<file path="src/sv/mct_pkg.sv">
// Shared types and constants of the multichannel capture tachometer.
// No dependencies; used by mct_div and multichannel_capture_tachometer.
`default_nettype none

package mct_pkg;

  localparam int NUM_CHANNELS = 9;
  localparam int CH_W = (NUM_CHANNELS > 1) ? $clog2(NUM_CHANNELS) : 1;

  localparam int SPEED_W   = 26;
  localparam int DIV_W     = 27;
  localparam int DIV_STEPS = SPEED_W;
  localparam int STEP_W    = $clog2(DIV_STEPS);

  localparam logic [SPEED_W-1:0] RPM_NUMERATOR = 26'd60000000;

  localparam logic [10:0] PPR_RESET   = 11'd200;
  localparam logic [15:0] MINP_RESET  = 16'd100;
  localparam logic [7:0]  LIMIT_RESET = 8'd10;

  localparam logic [1:0] REG_PPR   = 2'd0;
  localparam logic [1:0] REG_MINP  = 2'd1;
  localparam logic [1:0] REG_LIMIT = 2'd2;

  localparam logic OP_EDGE = 1'b0;
  localparam logic OP_TICK = 1'b1;

  localparam logic [1:0] KIND_ACCEPT = 2'd0;
  localparam logic [1:0] KIND_REJECT = 2'd1;
  localparam logic [1:0] KIND_TICK   = 2'd2;

  typedef enum logic [2:0] {
    S_IDLE,
    S_EDGE,
    S_DIVGO,
    S_DIVWAIT,
    S_EDGE_DONE,
    S_TICK
  } mct_state_t;

endpackage

`default_nettype wire

</file>
<file path="src/sv/multichannel_capture_tachometer.sv">
// Top level of the multichannel capture tachometer: sequencer, channel state, output register.
// Depends on mct_pkg and mct_div.
//
// Usage:
//   Input channel (in_valid / in_stall): op, channel, capture_value. An edge item
//   (op 0) measures the period since the channel's stored reference and answers one
//   result. A tick item (op 1) ages every channel's stall count and answers one
//   result per channel, in index order, the final one flagged by last.
//   Output channel (out_valid / out_stall): channel_id, speed, kind, last, held in an
//   output register so the next item is taken while a result still waits.
//   Configuration: cfg_write with cfg_index (0 pulses_per_rev, 1 min_period,
//   2 stall_limit) and cfg_data; write only while the block is idle.
// Sequence:
//   An accepted edge runs through acceptance, period and multiply, divider start,
//   26 divider steps (one quotient bit per cycle in the shared serial divider),
//   completion and state write; a rejected edge ends at the period check. A tick
//   walks the channels in index order, one channel per cycle while the output is free.
//   in_stall is high while an item is at work. Each result is registered once the output
//   register is free: from S_EDGE (rejected edge), S_TICK (tick) or S_EDGE_DONE (accepted edge).
// Reset: rst clears channel state to zero, loads the register defaults (200, 100, 10)
//   and empties the output register.
// Stall: an out_stall holds the result in the output register and the sequencer
//   waits at the point where it would emit the next one.
`default_nettype none

module multichannel_capture_tachometer (
  input  wire logic        clk,
  input  wire logic        rst,
  input  wire logic        in_valid,
  output logic             in_stall,
  input  wire logic        op,
  input  wire logic [3:0]  channel,
  input  wire logic [15:0] capture_value,
  output logic             out_valid,
  input  wire logic        out_stall,
  output logic [3:0]       channel_id,
  output logic [25:0]      speed,
  output logic [1:0]       kind,
  output logic             last,
  input  wire logic        cfg_write,
  input  wire logic [1:0]  cfg_index,
  input  wire logic [15:0] cfg_data
);

  localparam int N = mct_pkg::NUM_CHANNELS;
  localparam int W = mct_pkg::CH_W;

  // configuration
  logic [10:0] pulses_per_rev;
  logic [15:0] min_period;
  logic [7:0]  stall_limit;

  // per-channel state
  logic [15:0]                  reference_capture [N];
  logic [mct_pkg::SPEED_W-1:0]  channel_speed     [N];
  logic [7:0]                   stall_count       [N];

  // latched item and sequencer
  mct_pkg::mct_state_t state, state_next;
  logic [3:0]   ch_q;
  logic [15:0]  cap_q;
  logic [W-1:0] idx;
  logic [mct_pkg::DIV_W-1:0] divisor_q;

  // datapath
  logic [W-1:0]                rd_idx;
  logic                        ch_ok;
  logic [15:0]                 ref_rd;
  logic [mct_pkg::SPEED_W-1:0] spd_rd;
  logic [7:0]                  stall_rd;
  logic [15:0]                 period;
  logic                        too_short;
  logic [10:0]                 ppr_eff;
  logic [mct_pkg::DIV_W-1:0]   product;
  logic [7:0]                  cnt_raised;
  logic [mct_pkg::SPEED_W-1:0] tick_speed;
  logic                        idx_last;
  logic                        out_free;

  // control from the sequencer
  logic                        emit;
  logic [3:0]                  emit_ch;
  logic [mct_pkg::SPEED_W-1:0] emit_speed;
  logic [1:0]                  emit_kind;
  logic                        emit_last;
  logic                        load_divisor;
  logic                        div_start;
  logic                        edge_write;
  logic                        tick_write;

  logic                        div_done;
  logic [mct_pkg::SPEED_W-1:0] quotient;

  mct_div u_div (
    .clk      (clk),
    .rst      (rst),
    .start    (div_start),
    .divisor  (divisor_q),
    .done     (div_done),
    .quotient (quotient)
  );

  assign in_stall = (state != mct_pkg::S_IDLE);
  assign out_free = !out_valid || !out_stall;

  // Read one channel: the tick walk index, or the edge's channel when it is in range.
  always_comb begin
    ch_ok = (5'(ch_q) < 5'(N));
    if (state == mct_pkg::S_TICK) begin
      rd_idx = idx;
    end else if (ch_ok) begin
      rd_idx = ch_q[W-1:0];
    end else begin
      rd_idx = '0;
    end
    ref_rd   = reference_capture[rd_idx];
    spd_rd   = channel_speed[rd_idx];
    stall_rd = stall_count[rd_idx];

    // period wraps modulo 2^16; zero is always a glitch
    period    = cap_q - ref_rd;
    too_short = (period == 16'd0) || (period < min_period);
    ppr_eff   = (pulses_per_rev == 11'd0) ? 11'd1 : pulses_per_rev;
    product   = {11'b0, period} * {16'b0, ppr_eff};

    // saturate the stall count at the limit, zero speed once it is reached
    cnt_raised = (stall_rd < stall_limit) ? stall_rd + 8'd1 : stall_rd;
    tick_speed = (cnt_raised >= stall_limit) ? '0 : spd_rd;
    idx_last   = (idx == W'(N - 1));
  end

  // Sequencer: next state and control strobes.
  always_comb begin
    state_next   = state;
    emit         = 1'b0;
    emit_ch      = ch_q;
    emit_speed   = spd_rd;
    emit_kind    = mct_pkg::KIND_REJECT;
    emit_last    = 1'b1;
    load_divisor = 1'b0;
    div_start    = 1'b0;
    edge_write   = 1'b0;
    tick_write   = 1'b0;
    case (state)
      mct_pkg::S_IDLE: begin
        if (in_valid) begin
          state_next = (op == mct_pkg::OP_TICK) ? mct_pkg::S_TICK : mct_pkg::S_EDGE;
        end
      end
      mct_pkg::S_EDGE: begin
        if (!ch_ok || too_short) begin
          // reject: report the stored speed (zero for a channel beyond the range)
          if (out_free) begin
            emit       = 1'b1;
            emit_speed = ch_ok ? spd_rd : '0;
            state_next = mct_pkg::S_IDLE;
          end
        end else begin
          load_divisor = 1'b1;
          state_next   = mct_pkg::S_DIVGO;
        end
      end
      mct_pkg::S_DIVGO: begin
        div_start  = 1'b1;
        state_next = mct_pkg::S_DIVWAIT;
      end
      mct_pkg::S_DIVWAIT: begin
        if (div_done) begin
          state_next = mct_pkg::S_EDGE_DONE;
        end
      end
      mct_pkg::S_EDGE_DONE: begin
        if (out_free) begin
          emit       = 1'b1;
          edge_write = 1'b1;
          emit_speed = quotient;
          emit_kind  = mct_pkg::KIND_ACCEPT;
          state_next = mct_pkg::S_IDLE;
        end
      end
      mct_pkg::S_TICK: begin
        if (out_free) begin
          emit       = 1'b1;
          tick_write = 1'b1;
          emit_ch    = 4'(idx);
          emit_speed = tick_speed;
          emit_kind  = mct_pkg::KIND_TICK;
          emit_last  = idx_last;
          if (idx_last) begin
            state_next = mct_pkg::S_IDLE;
          end
        end
      end
      default: begin
        state_next = mct_pkg::S_IDLE;
      end
    endcase
  end

  always_ff @(posedge clk) begin
    if (rst) begin
      state <= mct_pkg::S_IDLE;
    end else begin
      state <= state_next;
    end
  end

  // Latch the item, walk index and divisor.
  always_ff @(posedge clk) begin
    if (state == mct_pkg::S_IDLE && in_valid) begin
      ch_q  <= channel;
      cap_q <= capture_value;
      idx   <= '0;
    end else if (tick_write && !idx_last) begin
      idx <= idx + W'(1);
    end
    if (load_divisor) begin
      divisor_q <= product;
    end
  end

  // Configuration registers.
  always_ff @(posedge clk) begin
    if (rst) begin
      pulses_per_rev <= mct_pkg::PPR_RESET;
      min_period     <= mct_pkg::MINP_RESET;
      stall_limit    <= mct_pkg::LIMIT_RESET;
    end else if (cfg_write) begin
      case (cfg_index)
        mct_pkg::REG_PPR:   pulses_per_rev <= cfg_data[10:0];
        mct_pkg::REG_MINP:  min_period     <= cfg_data;
        mct_pkg::REG_LIMIT: stall_limit    <= cfg_data[7:0];
        default: begin
        end
      endcase
    end
  end

  // Channel state: clear at reset, update on an accepted edge or a tick step.
  always_ff @(posedge clk) begin
    if (rst) begin
      for (int i = 0; i < N; i++) begin
        reference_capture[i] <= '0;
        channel_speed[i]     <= '0;
        stall_count[i]       <= '0;
      end
    end else if (edge_write) begin
      reference_capture[rd_idx] <= cap_q;
      channel_speed[rd_idx]     <= quotient;
      stall_count[rd_idx]       <= '0;
    end else if (tick_write) begin
      stall_count[rd_idx]   <= cnt_raised;
      channel_speed[rd_idx] <= tick_speed;
    end
  end

  // Output register: load on emit, drop once taken.
  always_ff @(posedge clk) begin
    if (rst) begin
      out_valid <= 1'b0;
    end else if (emit) begin
      out_valid <= 1'b1;
    end else if (!out_stall) begin
      out_valid <= 1'b0;
    end
  end

  always_ff @(posedge clk) begin
    if (emit) begin
      channel_id <= emit_ch;
      speed      <= emit_speed;
      kind       <= emit_kind;
      last       <= emit_last;
    end
  end

endmodule

`default_nettype wire

</file>
<file path="src/sv/mct_div.sv">
// Bit-serial restoring divider: RPM numerator over a 27-bit divisor.
// Depends on mct_pkg for widths and the numerator constant.
`default_nettype none

module mct_div (
  input  wire logic                          clk,
  input  wire logic                          rst,
  input  wire logic                          start,
  input  wire logic [mct_pkg::DIV_W-1:0]     divisor,
  output logic                               done,
  output logic [mct_pkg::SPEED_W-1:0]        quotient
);

  logic                          busy;
  logic [mct_pkg::DIV_W-1:0]     dvs;
  logic [mct_pkg::DIV_W-1:0]     rem;
  logic [mct_pkg::DIV_W-1:0]     rem_next;
  logic [mct_pkg::SPEED_W-1:0]   num_sh;
  logic [mct_pkg::STEP_W-1:0]    step;
  logic [mct_pkg::DIV_W:0]       trial;
  logic                          fit;

  // one quotient bit a cycle: shift in the next numerator bit, subtract if it fits
  always_comb begin
    trial    = {rem, num_sh[mct_pkg::SPEED_W-1]};
    fit      = trial >= {1'b0, dvs};
    rem_next = fit ? mct_pkg::DIV_W'(trial - {1'b0, dvs}) : trial[mct_pkg::DIV_W-1:0];
  end

  always_ff @(posedge clk) begin
    if (rst) begin
      busy <= 1'b0;
      done <= 1'b0;
    end else begin
      done <= 1'b0;
      if (start) begin
        busy     <= 1'b1;
        dvs      <= divisor;
        rem      <= '0;
        num_sh   <= mct_pkg::RPM_NUMERATOR;
        quotient <= '0;
        step     <= mct_pkg::STEP_W'(mct_pkg::DIV_STEPS - 1);
      end else if (busy) begin
        rem      <= rem_next;
        num_sh   <= {num_sh[mct_pkg::SPEED_W-2:0], 1'b0};
        quotient <= {quotient[mct_pkg::SPEED_W-2:0], fit};
        if (step == '0) begin
          busy <= 1'b0;
          done <= 1'b1;
        end else begin
          step <= step - mct_pkg::STEP_W'(1);
        end
      end
    end
  end

endmodule

`default_nettype wire

</file>
<file path="config.mk">
export PLATFORM = sky130hd
export DESIGN_NAME = multichannel_capture_tachometer
export DESIGN_NICKNAME = d
export VERILOG_FILES = /design/src/sv/mct_pkg.sv /design/src/sv/multichannel_capture_tachometer.sv /design/src/sv/mct_div.sv
export SDC_FILE = /design/constraint.sdc
export NUM_CORES = 2
export LEC_CHECK = 0
export BUFFER_PORTS_ARGS = -buffer_cell sky130_fd_sc_hd__buf_2
export CAP_MARGIN = 15
export CORE_AREA = 2 2 415 417
export CTS_BUF_LIST = sky130_fd_sc_hd__clkbuf_8
export CTS_CLUSTER_DIAMETER = 40
export DETAILED_ROUTE_END_ITERATION = 8
export DIE_AREA = 0 0 417 419
export PLACE_DENSITY = 0.51
export SLEW_MARGIN = 20
export SYNTH_ARGS = -nofsm -noshare
export SYNTH_HDL_FRONTEND = slang
export SYNTH_HIERARCHICAL = 1
export SYNTH_SLANG_ARGS = --single-unit
export TNS_END_PERCENT = 20
</file>
<file path="constraint.sdc">
create_clock -name clk -period 12.4 [get_ports clk]
set_input_delay 1.24 -clock clk [delete_from_list [all_inputs] [get_ports clk]]
set_output_delay 1.24 -clock clk [all_outputs]
set_load 0.05 [all_outputs]
</file>
==> impl_metrics.tcl <==
set metrics [dict create \
    setup_repair_after_global_routing_missed_its_margin "no" \
    ir_drop_worst_case_vdd_v 0.000511 \
    cts_hold_repair.buffers 0 \
    dp_hpwl_um 82100 \
    antenna_violations_before_repair 6 \
    worst_setup_path_start_kind "register" \
    clk_latency_ns 0.94 \
    synth.yosys.warnings 6 \
    report.final.hold_viol_count 0 \
    asyncSetResetFlopFracSynth_pct 0 \
    final-max-slew-violation-count 0 \
    holdWs_ns 0.398 \
    postLayoutCoreUtil_pct 34.1 \
    first_pass_grt_wire_length_um 209000 \
    final_antenna_net_count 0 \
    pre_cts_slack_ns 0.938 \
    synth_edf_count 983 \
    gp_congestion 0.818 \
    die-height_um 419 \
    tritoncts_buffer_count 191 \
    cts_max_path_buffers 3 \
    number_of_global_route_vias_before_repair 32564 \
    post_cts_resized 0 \
    clock_sinks 1028 \
    cts.reportedPaths.clkPinSlew_ns 0.05 \
    cp.arrival_ns 12.03 \
    max_stage_delay_ns 0.96 \
    synthToLayoutAreaGrowth_pct 14.9 \
    timing.critical_path.required_ns 13.05 \
    p_leak_nw 22.4 \
    multi_input_comb_area_mm2 0.0190 \
    crit_top_cell "sky130_fd_sc_hd__fa_1" \
    grt_overflow 0 \
    grt_max_degree 100 \
    min_path_type "register to register" \
    min_period_ns 11.38 \
    placement.cell_area_mm2 0.0542 \
    pwr_density_cell_mw_per_mm2 290 \
    timing.max_slew.rel_slack_pct 27.8 \
    synthesis.area_per_instance_um2 12.9 \
    maxCapViolations 0 \
    post_synth_inst_count 3922 \
    fmaxAchievable_ghz 0.0879 \
    critPathCaptureType "register" \
    floorplan.die.width_um 417 \
    totalNegativeSetupSlack_ns 0 \
    routed-via-count 31927 \
    drt-pass1-iter-count 7 \
    cts_tree "done" \
    drive_above_1_share_pct 15.6 \
    worstMarginPinSlew_ns 1.07 \
    initial_core_util_pct 29.7 \
    rows 152 \
    detail_route.vias_per_cell 4.86 \
    post_cts_setup_inserts 0 \
    postRouteWirelength_um 141000 \
    place.port_buffers 78 \
    ys.flop_type "sky130_fd_sc_hd__edfxtp_1" \
    synth-seq-area-share_pct 60.0 \
    critical_path.slowest_cell "sky130_fd_sc_hd__o21ai_4" \
    run_status "completed" \
    ioPinCount 79 \
    final_setup_violation_count 0 \
    avgRoutedWirePerCell_um 21.4 \
    core_mm2 0.171 \
    yosys.area.top_type_share_pct 58.2 \
    synthesis.area_mm2 0.0507 \
    timing.clock.skew_ns 0.0847 \
    drtIter0Drc 2886 \
    min_period_over_period_pct 91.8 \
    die_area_mm2 0.175 \
    maximum_fanout_count_along_the_critical_path 35 \
    postSynthRegisterBits 1028 \
    cts.htree.levels 4 \
    path_delay_family "compound AO/OA/AOI/OAI gates" \
    num-nets-final 4484 \
    ys_types 86 \
    netlist_top_cells_area "sky130_fd_sc_hd__edfxtp_1, sky130_fd_sc_hd__mux4_2, sky130_fd_sc_hd__fa_1, sky130_fd_sc_hd__ha_1, sky130_fd_sc_hd__nand2_1" \
    path_class "register to register" \
    layout_commonest_cell "sky130_fd_sc_hd__edfxtp_1" \
    finish.instance_area_mm2 0.0582 \
    timing.final.ws_setup_ns 1.02 \
    drc_errors 0 \
    cp_num_buf_inv 5 \
    nFillCells 16707 \
    synth_area_leader_cell "sky130_fd_sc_hd__edfxtp_1" \
    grt_util_all_layers_pct 16.0 \
    final_cell_mix "sky130_fd_sc_hd__edfxtp_1, sky130_fd_sc_hd__nand2_1, sky130_fd_sc_hd__nor2_1" \
    cts.root.buffer_cell "sky130_fd_sc_hd__clkbuf_8" \
    area.sequential_mm2 0.0304 \
]
[path summary, 6_finish.rpt]
kind / from / to / slack [ns] / depth (start not counted)
setup reg to reg: state[1] / divisor_q[25] / 1.02 / 34
setup / recovery: state[1] / divisor_q[25] / 1.02 / 34
hold reg to reg: divisor_q[16] / u_div/dvs[16] / 0.40 / 0
hold / removal: divisor_q[16] / u_div/dvs[16] / 0.40 / 0
[through the flow]
stage                     cells  power, mW
final                      6563       16.9
after CTS                  6560       17.1
after global placement     6211       13.5
after global routing       6561       18.4
after detailed placement   6211       13.6
after floorplan            4033       11.4
[area by class of cell]
cell class | instances | share of cell area (%)
clock inverters | 149 | 2.14
inverters | 244 | 1.57
clock buffers | 200 | 4.73
diodes | 3 | 0.0129
repair buffers | 160 | 1.82
flip-flops and latches | 1028 | 52.2
well taps | 2233 | 4.80
multi-input cells | 2546 | 32.7
[cell usage after synthesis, types with 7 or more instances]
cell	number
sky130_fd_sc_hd__a211o_1	7
sky130_fd_sc_hd__nor2_1	376
sky130_fd_sc_hd__nand3_1	145
sky130_fd_sc_hd__dfxtp_1	45
sky130_fd_sc_hd__a21oi_1	185
sky130_fd_sc_hd__o21ai_0	34
sky130_fd_sc_hd__inv_1	243
sky130_fd_sc_hd__fa_1	127
sky130_fd_sc_hd__edfxtp_1	983
sky130_fd_sc_hd__a21oi_2	24
sky130_fd_sc_hd__nand2_1	460
sky130_fd_sc_hd__xnor2_1	46
sky130_fd_sc_hd__a211oi_1	8
sky130_fd_sc_hd__nor3_1	24
sky130_fd_sc_hd__a22oi_1	69
sky130_fd_sc_hd__nor4_1	9
sky130_fd_sc_hd__mux4_2	140
sky130_fd_sc_hd__a31oi_1	9
sky130_fd_sc_hd__o211ai_1	17
sky130_fd_sc_hd__nand3b_1	9
sky130_fd_sc_hd__nand2b_1	26
sky130_fd_sc_hd__xor2_1	14
sky130_fd_sc_hd__nor2b_1	68
sky130_fd_sc_hd__buf_2	32
sky130_fd_sc_hd__or4_1	17
sky130_fd_sc_hd__a22o_1	29
sky130_fd_sc_hd__a21o_1	24
sky130_fd_sc_hd__buf_1	24
sky130_fd_sc_hd__and2_1	214
sky130_fd_sc_hd__nand4_1	10
sky130_fd_sc_hd__or2_2	23
sky130_fd_sc_hd__o21a_1	16
sky130_fd_sc_hd__and3_1	36
sky130_fd_sc_hd__clkbuf_1	143
sky130_fd_sc_hd__buf_4	9
sky130_fd_sc_hd__ha_1	142
sky130_fd_sc_hd__mux2i_1	25
[cell families (layout without fill, tap and decap cells)]
family / after synthesis / count (layout) / synth area share, %
buffers and inverters: 459 / 753 / 3.66
and+or+nand+nor: 1449 / 1449 / 13.5
AOI/OAI and AO/OA: 487 / 487 / 6.41
muxes: 169 / 169 / 6.81
xor gates and xnor gates: 60 / 60 / 1.04
other: 1 / 115 / 0.00740
DFF: 1028 / 1028 / 60.0
adders and majority gates: 269 / 269 / 8.52
[worst reg2reg max path: cells and delay by family, from the launching register on]
| kind | cells | cell delay [ns] |
|---|---|---|
| xor+xnor | 2 | 0.27 |
| flops | 1 | 0.57 |
| fa+ha+maj | 7 | 3.23 |
| buf+inv | 5 | 0.97 |
| compound gates | 12 | 4.18 |
| simple gates | 8 | 1.88 |
[sequential cells by signal, indices dropped and copies added, names as in the netlist, 11 cells and up]
name	cells
channel_speed	416
reference_capture	256
stall_count	128
divisor_q	27
u_div/dvs	27
u_div/rem	27
speed	26
u_div/quotient	26
u_div/num_sh	18
cap_q	16
min_period	16
pulses_per_rev	11
[where the power goes]
part           internal [mW]  total, mW  switching (mW)
Clock                   1.86       3.41            1.55
Sequential              4.54       4.68           0.147
Combinational           3.60       8.80            5.21
[routing by layer]
layer | routed length [um] | vias up | global-route usage [%] | share of wire [%]
met3 | 8680 | 202 | 2.71 | 6.2
met5 | 0 | - | 0 | 0
li1 | - | 14519 | - | -
met4 | 2860 | 0 | 4.57 | 2.0
met1 | 63400 | 16213 | 22.1 | 45
met2 | 65700 | 993 | 25.8 | 47
No activity file was read; power rests on OpenSTA's default activity.
